==> src/i2ccds_pkg.sv <==
// ----------------------------------------------------------------------------
// i2ccds_pkg: shared types and constants
// Command and status words between the search controller and its datapath,
// divider operand selects and the outcome codes.
// ----------------------------------------------------------------------------
package i2ccds_pkg;

  localparam int unsigned RATE_BITS    = 22;
  localparam int unsigned WORD_BITS    = 32;
  localparam logic [31:0] SRC_PRESCALE = 32'd10;
  localparam logic [31:0] CLOCK_RESET  = 32'd24000000;

  // divide by SRC_PRESCALE: multiply by ceil(2^35 / 10), keep bits 35 and up
  localparam logic [31:0] SRC_RECIP       = 32'hCCCC_CCCD;
  localparam int unsigned SRC_RECIP_SHIFT = 35;

  // outcome codes
  localparam logic [1:0] OUTCOME_FOUND = 2'd0;
  localparam logic [1:0] OUTCOME_ZERO  = 2'd1;
  localparam logic [1:0] OUTCOME_NONE  = 2'd2;

  // operand select for the shared divider
  typedef enum logic [1:0] {
    DIV_OP_BASE,
    DIV_OP_REAL
  } div_op_e;

  typedef struct packed {
    logic       load_req;
    logic       div_start;
    div_op_e    div_op;
    logic       save_src;
    logic       save_div;
    logic       init_n;
    logic       next_n;
    logic       init_m;
    logic       inc_m;
    logic       finish;
    logic [1:0] outcome;
  } cmd_t;

  typedef struct packed {
    logic div_done;
    logic req_zero;
    logic div_zero;
    logic skip_n;
    logic n_last;
    logic m_last;
    logic real_le;
  } status_t;

endpackage

==> src/i2ccds_div.sv <==
// ----------------------------------------------------------------------------
// i2ccds_div: 32-bit restoring divider
// One quotient bit per cycle; done pulses for one cycle after 32 steps and
// the quotient holds until the next start.
// ----------------------------------------------------------------------------
module i2ccds_div import i2ccds_pkg::*; (
  input  logic                 clk_i,
  input  logic                 rst_ni,
  input  logic                 start_i,
  input  logic [WORD_BITS-1:0] dividend_i,
  input  logic [WORD_BITS-1:0] divisor_i,
  output logic                 done_o,
  output logic [WORD_BITS-1:0] quotient_o
);

  logic [WORD_BITS-1:0] rem_q, rem_d;
  logic [WORD_BITS-1:0] quo_q, quo_d;
  logic [WORD_BITS-1:0] dsr_q;
  logic [4:0]           cnt_q;
  logic                 run_q;
  logic                 done_q;
  logic [WORD_BITS:0]   trial;
  logic [WORD_BITS:0]   diff;

  // shift in the next dividend bit and try a subtraction
  always_comb begin
    trial = {rem_q, quo_q[WORD_BITS-1]};
    diff  = trial - {1'b0, dsr_q};
    quo_d = {quo_q[WORD_BITS-2:0], ~diff[WORD_BITS]};
    rem_d = diff[WORD_BITS] ? trial[WORD_BITS-1:0] : diff[WORD_BITS-1:0];
  end

  always_ff @(posedge clk_i or negedge rst_ni) begin
    if (!rst_ni) begin
      run_q  <= 1'b0;
      done_q <= 1'b0;
      cnt_q  <= '0;
    end else begin
      done_q <= 1'b0;
      if (start_i) begin
        run_q <= 1'b1;
        cnt_q <= 5'd31;
      end else if (run_q) begin
        cnt_q <= cnt_q - 5'd1;
        if (cnt_q == 5'd0) begin
          run_q  <= 1'b0;
          done_q <= 1'b1;
        end
      end
    end
  end

  always_ff @(posedge clk_i) begin
    if (start_i) begin
      rem_q <= '0;
      quo_q <= dividend_i;
      dsr_q <= divisor_i;
    end else if (run_q) begin
      rem_q <= rem_d;
      quo_q <= quo_d;
    end
  end

  assign done_o     = done_q;
  assign quotient_o = quo_q;

endmodule

==> src/i2ccds_dp.sv <==
// ----------------------------------------------------------------------------
// i2ccds_dp: search datapath
// Holds the clock register, request, source clock, base divider and the
// (n, m) candidate; runs the shared divider and forms the result word.
// ----------------------------------------------------------------------------
module i2ccds_dp import i2ccds_pkg::*; #(
  parameter int unsigned N_FIELD_BITS = 3,
  parameter int unsigned M_FIELD_BITS = 4
) (
  input  logic                    clk_i,
  input  logic                    rst_ni,
  input  logic                    cfg_we_i,
  input  logic [WORD_BITS-1:0]    cfg_data_i,
  input  logic [RATE_BITS-1:0]    req_i,
  input  cmd_t                    cmd_i,
  output status_t                 status_o,
  output logic                    done_o,
  output logic [N_FIELD_BITS-1:0] exponent_n_o,
  output logic [M_FIELD_BITS-1:0] linear_m_o,
  output logic [1:0]              outcome_o
);

  localparam logic [WORD_BITS-1:0] M_SPAN = WORD_BITS'(1) << M_FIELD_BITS;

  logic [WORD_BITS-1:0]    clk_hz_q;
  logic [RATE_BITS-1:0]    req_q;
  logic [WORD_BITS-1:0]    src_q;
  logic [WORD_BITS-1:0]    base_q;
  logic [N_FIELD_BITS-1:0] n_q;
  logic [M_FIELD_BITS-1:0] m_q;
  logic [N_FIELD_BITS-1:0] res_n_q;
  logic [M_FIELD_BITS-1:0] res_m_q;
  logic [1:0]              res_out_q;
  logic                    done_q;

  logic [WORD_BITS-1:0]    dividend;
  logic [WORD_BITS-1:0]    divisor;
  logic                    div_done;
  logic [WORD_BITS-1:0]    quotient;
  logic [WORD_BITS-1:0]    start_val;
  logic [WORD_BITS-1:0]    real_rate;
  logic [2*WORD_BITS-1:0]  src_prod;

  // source clock by reciprocal multiply
  assign src_prod = {{WORD_BITS{1'b0}}, clk_hz_q} * {{WORD_BITS{1'b0}}, SRC_RECIP};

  always_comb begin
    unique case (cmd_i.div_op)
      DIV_OP_BASE: begin
        dividend = src_q;
        divisor  = WORD_BITS'(req_q);
      end
      DIV_OP_REAL: begin
        dividend = src_q;
        divisor  = WORD_BITS'(m_q) + WORD_BITS'(1);
      end
      default: begin
        dividend = src_q;
        divisor  = WORD_BITS'(req_q);
      end
    endcase
  end

  i2ccds_div u_div (
    .clk_i      (clk_i),
    .rst_ni     (rst_ni),
    .start_i    (cmd_i.div_start),
    .dividend_i (dividend),
    .divisor_i  (divisor),
    .done_o     (div_done),
    .quotient_o (quotient)
  );

  assign start_val = base_q >> n_q;
  assign real_rate = quotient >> n_q;

  always_comb begin
    status_o.div_done = div_done;
    status_o.req_zero = (req_q == '0);
    status_o.div_zero = (base_q == '0);
    status_o.skip_n   = (start_val == '0) || (start_val > M_SPAN);
    status_o.n_last   = (n_q == '1);
    status_o.m_last   = (m_q == '1);
    status_o.real_le  = (real_rate <= WORD_BITS'(req_q));
  end

  always_ff @(posedge clk_i or negedge rst_ni) begin
    if (!rst_ni) begin
      clk_hz_q <= CLOCK_RESET;
      done_q   <= 1'b0;
    end else begin
      if (cfg_we_i) begin
        clk_hz_q <= cfg_data_i;
      end
      done_q <= cmd_i.finish;
    end
  end

  always_ff @(posedge clk_i) begin
    if (cmd_i.load_req) req_q <= req_i;
    if (cmd_i.save_src) src_q <= WORD_BITS'(src_prod[2*WORD_BITS-1:SRC_RECIP_SHIFT]);
    if (cmd_i.save_div) base_q <= quotient;
    if (cmd_i.init_n) begin
      n_q <= '0;
    end else if (cmd_i.next_n) begin
      n_q <= n_q + N_FIELD_BITS'(1);
    end
    if (cmd_i.init_m) begin
      m_q <= M_FIELD_BITS'(start_val - WORD_BITS'(1));
    end else if (cmd_i.inc_m) begin
      m_q <= m_q + M_FIELD_BITS'(1);
    end
    if (cmd_i.finish) begin
      res_out_q <= cmd_i.outcome;
      unique case (cmd_i.outcome)
        OUTCOME_FOUND: begin
          res_n_q <= n_q;
          res_m_q <= m_q;
        end
        OUTCOME_NONE: begin
          res_n_q <= '1;
          res_m_q <= '1;
        end
        default: begin
          res_n_q <= '0;
          res_m_q <= '0;
        end
      endcase
    end
  end

  assign done_o       = done_q;
  assign exponent_n_o = res_n_q;
  assign linear_m_o   = res_m_q;
  assign outcome_o    = res_out_q;

endmodule

==> src/i2ccds_ctrl.sv <==
// ----------------------------------------------------------------------------
// i2ccds_ctrl: search sequencer
// Steps through source clock, base divider and the (n, m) trials, issuing
// datapath commands and finishing with one result word.
// ----------------------------------------------------------------------------
module i2ccds_ctrl import i2ccds_pkg::*; (
  input  logic    clk_i,
  input  logic    rst_ni,
  input  logic    start_i,
  input  status_t status_i,
  output cmd_t    cmd_o,
  output logic    busy_o
);

  typedef enum logic [2:0] {
    ST_IDLE,
    ST_BASE_GO,
    ST_BASE,
    ST_CHK,
    ST_N,
    ST_M_GO,
    ST_M
  } state_e;

  state_e state_q, state_d;

  always_comb begin
    cmd_o   = '0;
    state_d = state_q;
    unique case (state_q)
      ST_IDLE: begin
        if (start_i) begin
          cmd_o.load_req = 1'b1;
          cmd_o.save_src = 1'b1;
          state_d        = ST_BASE_GO;
        end
      end
      ST_BASE_GO: begin
        if (status_i.req_zero) begin
          cmd_o.finish  = 1'b1;
          cmd_o.outcome = OUTCOME_ZERO;
          state_d       = ST_IDLE;
        end else begin
          cmd_o.div_start = 1'b1;
          cmd_o.div_op    = DIV_OP_BASE;
          state_d         = ST_BASE;
        end
      end
      ST_BASE: begin
        if (status_i.div_done) begin
          cmd_o.save_div = 1'b1;
          state_d        = ST_CHK;
        end
      end
      ST_CHK: begin
        if (status_i.div_zero) begin
          cmd_o.finish  = 1'b1;
          cmd_o.outcome = OUTCOME_ZERO;
          state_d       = ST_IDLE;
        end else begin
          cmd_o.init_n = 1'b1;
          state_d      = ST_N;
        end
      end
      ST_N: begin
        if (!status_i.skip_n) begin
          cmd_o.init_m = 1'b1;
          state_d      = ST_M_GO;
        end else if (status_i.n_last) begin
          cmd_o.finish  = 1'b1;
          cmd_o.outcome = OUTCOME_NONE;
          state_d       = ST_IDLE;
        end else begin
          cmd_o.next_n = 1'b1;
        end
      end
      ST_M_GO: begin
        cmd_o.div_start = 1'b1;
        cmd_o.div_op    = DIV_OP_REAL;
        state_d         = ST_M;
      end
      ST_M: begin
        cmd_o.div_op = DIV_OP_REAL;
        if (status_i.div_done) begin
          priority if (status_i.real_le) begin
            cmd_o.finish  = 1'b1;
            cmd_o.outcome = OUTCOME_FOUND;
            state_d       = ST_IDLE;
          end else if (!status_i.m_last) begin
            cmd_o.inc_m = 1'b1;
            state_d     = ST_M_GO;
          end else if (status_i.n_last) begin
            cmd_o.finish  = 1'b1;
            cmd_o.outcome = OUTCOME_NONE;
            state_d       = ST_IDLE;
          end else begin
            cmd_o.next_n = 1'b1;
            state_d      = ST_N;
          end
        end
      end
      default: begin
        state_d = ST_IDLE;
      end
    endcase
  end

  always_ff @(posedge clk_i or negedge rst_ni) begin
    if (!rst_ni) begin
      state_q <= ST_IDLE;
    end else begin
      state_q <= state_d;
    end
  end

  assign busy_o = (state_q != ST_IDLE);

endmodule

==> src/i2c_clock_divider_search_unit.sv <==
// ----------------------------------------------------------------------------
// i2c_clock_divider_search_unit: two-wire bus clock divider search
// Finds the exponent n and linear factor m so that the bus clock
// floor(floor(src / (m + 1)) / 2^n) does not exceed the requested rate.
// ----------------------------------------------------------------------------
//
//  channel   | signals                                    | handshake
//  ----------+--------------------------------------------+-------------------
//  request   | requested_rate_hz_i                        | start & !busy
//  result    | exponent_n_o, linear_m_o, outcome_o        | done_o, one cycle
//  config    | cfg_data_i (input_clock_hz)                | cfg_valid_i & ready
//
//  Flow: src comes from a reciprocal multiply in the accept cycle; the base
//  divider and each (n, m) trial use one shared 32-step divider, and there
//  are at most 2^(N + M) trials; a zero request ends the search before the
//  base division, a zero divider right after it.
//  Reset loads input_clock_hz with 24 MHz; the receiver cannot stall, and
//  cfg_ready_o stays high: write the clock register only while idle.
// ----------------------------------------------------------------------------
module i2c_clock_divider_search_unit import i2ccds_pkg::*; #(
  parameter int unsigned N_FIELD_BITS = 3,
  parameter int unsigned M_FIELD_BITS = 4
) (
  input  logic                    clk_i,
  input  logic                    rst_ni,
  // request word
  input  logic                    start,
  output logic                    busy,
  input  logic [RATE_BITS-1:0]    requested_rate_hz_i,
  // result word
  output logic                    done_o,
  output logic [N_FIELD_BITS-1:0] exponent_n_o,
  output logic [M_FIELD_BITS-1:0] linear_m_o,
  output logic [1:0]              outcome_o,
  // clock register write
  input  logic                    cfg_valid_i,
  output logic                    cfg_ready_o,
  input  logic [WORD_BITS-1:0]    cfg_data_i
);

  cmd_t    cmd;
  status_t status;

  // accept register writes every cycle
  assign cfg_ready_o = 1'b1;

  // sequencer: accepts a request word when idle, drives datapath commands
  i2ccds_ctrl u_ctrl (
    .clk_i    (clk_i),
    .rst_ni   (rst_ni),
    .start_i  (start),
    .status_i (status),
    .cmd_o    (cmd),
    .busy_o   (busy)
  );

  // datapath: registers, shared divider, compare and result word
  i2ccds_dp #(
    .N_FIELD_BITS (N_FIELD_BITS),
    .M_FIELD_BITS (M_FIELD_BITS)
  ) u_dp (
    .clk_i        (clk_i),
    .rst_ni       (rst_ni),
    .cfg_we_i     (cfg_valid_i & cfg_ready_o),
    .cfg_data_i   (cfg_data_i),
    .req_i        (requested_rate_hz_i),
    .cmd_i        (cmd),
    .status_o     (status),
    .done_o       (done_o),
    .exponent_n_o (exponent_n_o),
    .linear_m_o   (linear_m_o),
    .outcome_o    (outcome_o)
  );

`ifndef NO_ASSERTIONS
  // result word arrives only after the sequencer went back to idle
  a_done_idle: assert property (@(posedge clk_i) disable iff (!rst_ni)
    done_o |-> !busy)
    else $error("result strobe while busy");

  // an accepted request always starts a search
  a_start_busy: assert property (@(posedge clk_i) disable iff (!rst_ni)
    (start && !busy) |=> busy)
    else $error("accepted request did not start a search");

  // outcome carries a defined code
  a_outcome_code: assert property (@(posedge clk_i) disable iff (!rst_ni)
    done_o |-> (outcome_o == OUTCOME_FOUND || outcome_o == OUTCOME_ZERO ||
                outcome_o == OUTCOME_NONE))
    else $error("undefined outcome code");

  // zero request or divider reports cleared fields
  a_zero_fields: assert property (@(posedge clk_i) disable iff (!rst_ni)
    (done_o && outcome_o == OUTCOME_ZERO) |-> (exponent_n_o == '0 && linear_m_o == '0))
    else $error("zero outcome with nonzero fields");
`endif

endmodule

==> config.mk <==
export PLATFORM = sky130hd
export DESIGN_NAME = i2c_clock_divider_search_unit
export DESIGN_NICKNAME = d
export VERILOG_FILES = /design/src/i2ccds_pkg.sv /design/src/i2ccds_div.sv /design/src/i2ccds_dp.sv /design/src/i2ccds_ctrl.sv /design/src/i2c_clock_divider_search_unit.sv
export SDC_FILE = /design/constraint.sdc
export NUM_CORES = 2
export LEC_CHECK = 0
export ABC_CLOCK_PERIOD_IN_PS = 19100
export BUFFER_PORTS_ARGS = -buffer_cell sky130_fd_sc_hd__buf_4
export CAP_MARGIN = 20
export CORE_ASPECT_RATIO = 1.2
export CORE_MARGIN = 8
export CORE_UTILIZATION = 60
export CTS_CLUSTER_DIAMETER = 80
export DETAILED_ROUTE_END_ITERATION = 12
export PLACE_DENSITY = 0.73
export SLEW_MARGIN = 20
export SYNTH_ARGS = -nofsm -noshare
export SYNTH_HDL_FRONTEND = slang
export SYNTH_SLANG_ARGS = --single-unit
==> constraint.sdc <==
create_clock -name clk_i -period 19.1 [get_ports clk_i]
set_clock_uncertainty 0.1 [all_clocks]
set_input_delay 3.82 -clock clk_i [delete_from_list [all_inputs] [get_ports clk_i]]
set_output_delay 3.82 -clock clk_i [all_outputs]
set_load 0.05 [all_outputs]
[Word level (Yosys, flattened, before mapping)]
Cells that the tools add are included.
Operators by class
  add/sub/neg operators: 6
  multiply operators: 1
  $lt $le $gt $ge: 2
  equality and inequality tests: 14
  shifts and indexed selects: 2
  mux-type cells: 55
  bitwise operators: 1
  reduce and logical (&&, ||, !) cells: 12
Operators by type and width (number)
  zero test 32 bit: 2
  multiplier 32 x 32 -> 64 bit (second input constant): 1
  2-to-1 mux 32 bit: 2
  >> shifter 32 x 3 -> 32 bit: 2
  2-to-1 mux 3 bit: 16
  subtractor 33 x 32 -> 33 bit: 1
  > comparator 32 x 5 -> 1 bit (second input constant): 1
  <= comparator 32 x 22 -> 1 bit: 1
  2-to-1 mux 29 bit: 1
  zero test 22 bit: 1
  2-to-1 mux 1 bit: 22
  2-to-1 mux 22 bit: 1
  case mux 3 bit (7 select lines): 1
  == test 3 bit (second input constant): 4
  2-to-1 mux 4 bit: 3
  case mux 3 bit (4 select lines): 1
  2-to-1 mux 5 bit: 2
  case mux 4 bit (2 select lines): 1
  == test 3 x 2 -> 1 bit (second input constant): 2
  case mux 3 bit (2 select lines): 1
  adder 4 x 1 -> 5 bit (second input constant): 1
  zero test 5 bit: 1
  subtractor 5 x 1 -> 5 bit (second input constant): 1
  adder 4 x 1 -> 4 bit (second input constant): 1
  other kinds (20): 23
Word-level totals
  register bits: 238
  input bits: 58
  output and inout bits: 12
  word-level logic and storage cells: 112

[Logic depth before layout (Yosys ltp)]
  depth after elaboration: 8
  depth in mapped cells: 25
  gate-level depth less buffers: 25

[By module]
Synthesis repeated with hierarchy kept, for this count alone.
Unflattened totals
  cell total of the unflattened synthesis: 2914
  area, all modules: 30026.3 µm²
By module, submodules not included
  i2ccds_dp: times used 1, cells each 2237, area each 23391.2 µm², sequential area each 3781.1 µm²
  i2ccds_div: times used 1, cells each 623, area each 6213.5 µm², sequential area each 2737.6 µm²
  i2ccds_ctrl: times used 1, cells each 52, area each 410.4 µm², sequential area each 75.1 µm²
  i2c_clock_divider_search_unit: times used 1, cells each 2, area each 11.3 µm², sequential area each 0.0 µm²

[Least setup slack after synthesis]
No wires, ideal clock.
  path kind: register to register
  from: reg u_dp.clk_hz_q[9]
  to: reg u_dp.src_q[21], in the netlist u_dp.dividend[21], data pin
  arrival: 7.030 ns
  data required time: 18.739 ns
  setup slack: 11.710 ns
  cell stages (with the launch flop): 25
  clock period less this slack: 7.390 ns
  cell sequence: dfstp_2 ha_1 inv_1 fa_1 inv_1 fa_1 inv_1 fa_1 inv_1 fa_1 fa_1 fa_1 inv_1 fa_1 inv_1 ha_1 nand2_1 nor4_1 o221ai_1 a311oi_1 o21ai_0 nand3_1 nand4_1 and2_0 o311a_1
On the way
  word-level cells in the longest chain between the ends: 1
RTL lines
  start: declaration: RTL line i2ccds_dp.sv:25  | logic [WORD_BITS-1:0] clk_hz_q;
  start signal: assignment: RTL line i2ccds_dp.sv:93  | clk_hz_q <= cfg_data_i;
  multiplier 32 x 32 -> 64 bit: RTL line i2ccds_dp.sv:45  | assign src_prod = {{WORD_BITS{1'b0}}, clk_hz_q} * {{WORD_BITS{1'b0}}, SRC_RECIP};
  net u_dp.src_prod[56]: RTL line i2ccds_dp.sv:42  | logic [2*WORD_BITS-1:0] src_prod;
  end signal: assignment: RTL line i2ccds_dp.sv:101  | if (cmd_i.save_src) src_q <= WORD_BITS'(src_prod[2*WORD_BITS-1:SRC_RECIP_SHIFT]);
  end: declaration: RTL line i2ccds_dp.sv:27  | logic [WORD_BITS-1:0] src_q;
The timed path passes the listed nets, and every way through them passes these cells.
A chain may end at the register's enable or synchronous reset.

[Final worst setup path]
Same ends and word-level chain as after synthesis.

==> results by group <==
Run status
  • Outcome: finished clean

Final layout
  • Layout cells sized above 1: 7.486%
  • Area grow syn2layout: 6.991%
  • Final nets: 3771
  • N_diodes: 0
  • Finished Cell Area: 31140 µm²

Clock tree
  • Worst-skew pair later-pin latency: 570 ps
  • CTS Sinks: 228
  • Post_cts resized: 0
  • TritonCTS buffer count: 28
  • Max clock buf depth: 3
  • Setup Buffers After CTS: 0
  • CTS root buf: clkbuf_16
  • H-tree depth: 1
  • Hold_buf cts: 0
  • Clk slew on worst S/H paths: 60 ps
  • CTS tree: built

Timing
  • Setup violators final: 0
  • Rel. slew slack: 32.26%
  • Worst slew pin tran: 1016 ps
  • Setup TNS: 0 ps
  • Final period util: 44.36%
  • Achievable Freq: 118.0 MHz
  • Unrepaired setup endpoints after global routing: false
  • Final number of hold-violating endpoints: 0
  • Min Tclk post-route: 8472 ps
  • Fin. max-slew vios: 0

Critical path
  • CP delay by family, top: adder cells
  • CP Cell Sequence: ha_1 -> inv_1 -> fa_1 -> inv_1 -> fa_1 -> inv_1 -> fa_1 -> inv_1 -> fa_1 -> fa_1 -> fa_1 -> inv_1 -> fa_1 -> inv_1 -> ha_1 -> nand2_1 -> nor4_1 -> o221ai_1 -> a311oi_1 -> o21ai_0 -> nand3_1 -> nand4_1 -> and2_0 -> o311a_1
  • Largest fanout on the critical path: 8
  • CP endpoint kind: flop
  • Slowest-stage cell, CP: dfstp_2
  • Critical Path Start Type: flop
  • Critical Path AT: 8680 ps
  • CP peak stage delay: 640 ps
  • Setup CP Type: reg2reg
  • Worst Path Required: 19300 ps
  • CP bufs+invs: 6
  • Most frequent cell on the critical path: fa_1

Logic synthesis
  • Fraction of registers with async set/reset: 18.86%
  • Top cells by count, synth: inv_1, ha_1, fa_1
  • Ys flop type: edfxtp_1
  • Synthesized cell area: 29100 µm²
  • Syn Nets: 3740
  • Seq cells post-synth: 228
  • Warning count from the yosys run: 0
  • Sequential fraction of the synthesis area: 21.63%
  • Leading area contributor after synthesis: fa_1
  • Syn_area_per_cell: 10.04 µm²
  • Netlist cell types: 83
  • EDFF count, synth: 150
  • Share of the synthesized area in the top cell type: 26.62%
  • Ranking of synthesized cells by area: fa_1, ha_1, edfxtp_1, inv_1, dfrtp_1
  • Post-Synthesis Cells: 2899
  • Most used standard cell by instance count after synthesis: inv_1

Global route
  • Vias in the first global route: 22010
  • First-pass GRT wire length: 121500 µm
  • All-Layer GR Usage: 27.85%
  • Antenna violations before repair: 0
  • Largest net degree at the start of global routing: 65
  • Total global routing overflow: 0

Placed design
  • GPL Wtd Cong: 0.9795
  • Post-place instance area: 30170 µm²
  • # port buffers: 68
  • Post-DP HPWL: 64710 µm

Routing
  • DRC Markers: 0
  • ANT nets after route: 0
  • Max Used Layer: met4
  • 1st-pass router iterations: 5
  • Starting DRC count in detailed routing: 1403
  • Via count: 20250
  • Met2 WL: 38560 µm
  • Total wire length: 77110 µm
  • Drt wl/cell: 21.53 µm
  • Met1 WL: 31860 µm
  • Met3 WL: 3421 µm
  • Avg Vias per Cell: 5.652

Floorplan
  • Core ar.: 48010 µm²
  • Die X-Extent: 217.1 µm
  • Initial Util: 60.62%
  • DIE AREA: 55840 µm²
  • IO Pins: 70
  • Die H: 257.3 µm
  • Num rows: 88

Min path
  • Hold WC Path Type: reg2reg

Job
  • Max-Cap Viols: 0
## path summary, 6_finish.rpt
kind	to	start	slack [ps]	cells after the start
worst min-delay path	u_dp.u_div.rem_q[1]	u_dp.u_div.rem_q[1]	400	2
min in group asynchronous	u_dp.clk_hz_q[7]	rst_ni	3190	1
worst max-delay path	u_dp.dividend[21]	u_dp.clk_hz_q[9]	10630	24
worst min register to register	u_dp.u_div.rem_q[1]	u_dp.u_div.rem_q[1]	400	2
max in group asynchronous	u_dp.u_div.run_q	rst_ni	15170	1
worst max register to register	u_dp.dividend[21]	u_dp.clk_hz_q[9]	10630	24
## worst reg2reg max path, stage by stage (launching register included)
cell and delay [ps]:
dfstp_2 640, ha_1 380, inv_1 160, fa_1 550, inv_1 60, fa_1 540, inv_1 60, fa_1 510
inv_1 50, fa_1 470, fa_1 530, fa_1 550, inv_1 50, fa_1 530, inv_1 40, ha_1 340
nand2_1 90, nor4_1 320, o221ai_1 190, a311oi_1 600, o21ai_0 290, nand3_1 180, nand4_1 280, and2_0 350
o311a_1 370
## per-stage QoR
stage               util, %  instances  hold slack (ps)  worst slack (ps)
detailed placement    62.84       3530            388.2             10630
global placement      62.84       3530            378.5             10790
CTS                   64.85       3582            396.3             10590
global route          64.86       3582            419.0             10210
floorplan                 -       2899            349.1             11710
finish                64.86       3582            395.2             10630
## layout by cell type, fill, tap and decap left out, drive strengths merged, types with 11 or more instances in the layout
cell type,netlist,layout
mux2,49,49
xnor2,46,46
nor4,19,19
nor3,29,29
a31oi,13,13
o211ai,16,16
a21o,51,51
a21oi,129,129
nor2b,18,18
mux4,11,11
dfrtp,33,33
inv,694,698
mux2i,51,51
edfxtp,150,150
fa,387,387
clkbuf,63,39
xor2,63,63
dfxtp,35,35
a211oi,31,31
and2,16,16
o21ai,89,89
nand2,210,210
buf,13,77
nand4,24,24
nand3,29,29
nor2,87,87
o21a,17,17
ha,396,396
## kinds of logic (layout without fill, tap and decap cells)
group / after synthesis / count (layout) / synth area share, %
buffers and inverters: 771 / 824 / 10.06
AOI/OAI and AO/OA: 416 / 416 / 9.110
DFF: 228 / 228 / 21.63
other: 1 / 1 / 0.01289
adders and majority gates: 783 / 783 / 43.65
muxes: 111 / 111 / 4.501
xor gates and xnor gates: 109 / 109 / 3.280
and+or+nand+nor: 480 / 480 / 7.764
## layout make-up
type	count	area, µm²
fill	3933	16870
sequential	228	6296
tap	630	788.3
clock buffer	39	783.3
inverter	695	2609
clock inverter	13	181.4
timing repair buffer	77	578.1
multi-input combinational	1900	19900
## registers in the layout (all words and copies together), names as in the netlist
name and cells:
u_dp.base_q 32, u_dp.clk_hz_q 32, u_dp.u_div.quotient_o 32, u_dp.u_div.rem_q 32
u_dp.dividend 29, u_dp.req_q 22, u_dp.u_div.dsr_q 22, u_dp.u_div.cnt_q 5
u_dp.linear_m_o 4, u_dp.m_q 4, u_ctrl.state_q 3, u_dp.exponent_n_o 3
u_dp.n_q 3, u_dp.outcome_o 2, u_dp.done_o 1, u_dp.u_div.done_o 1
u_dp.u_div.run_q 1
## layer usage
layer,vias up,track usage [%]
met5,-,0
met4,0,10.55
met3,158,2.934
met2,540,49.20
met1,10030,34.75
li1,9524,-
Power is not shown: default switching activity piles up to over one toggle a cycle in this logic, so the estimate is an artifact.
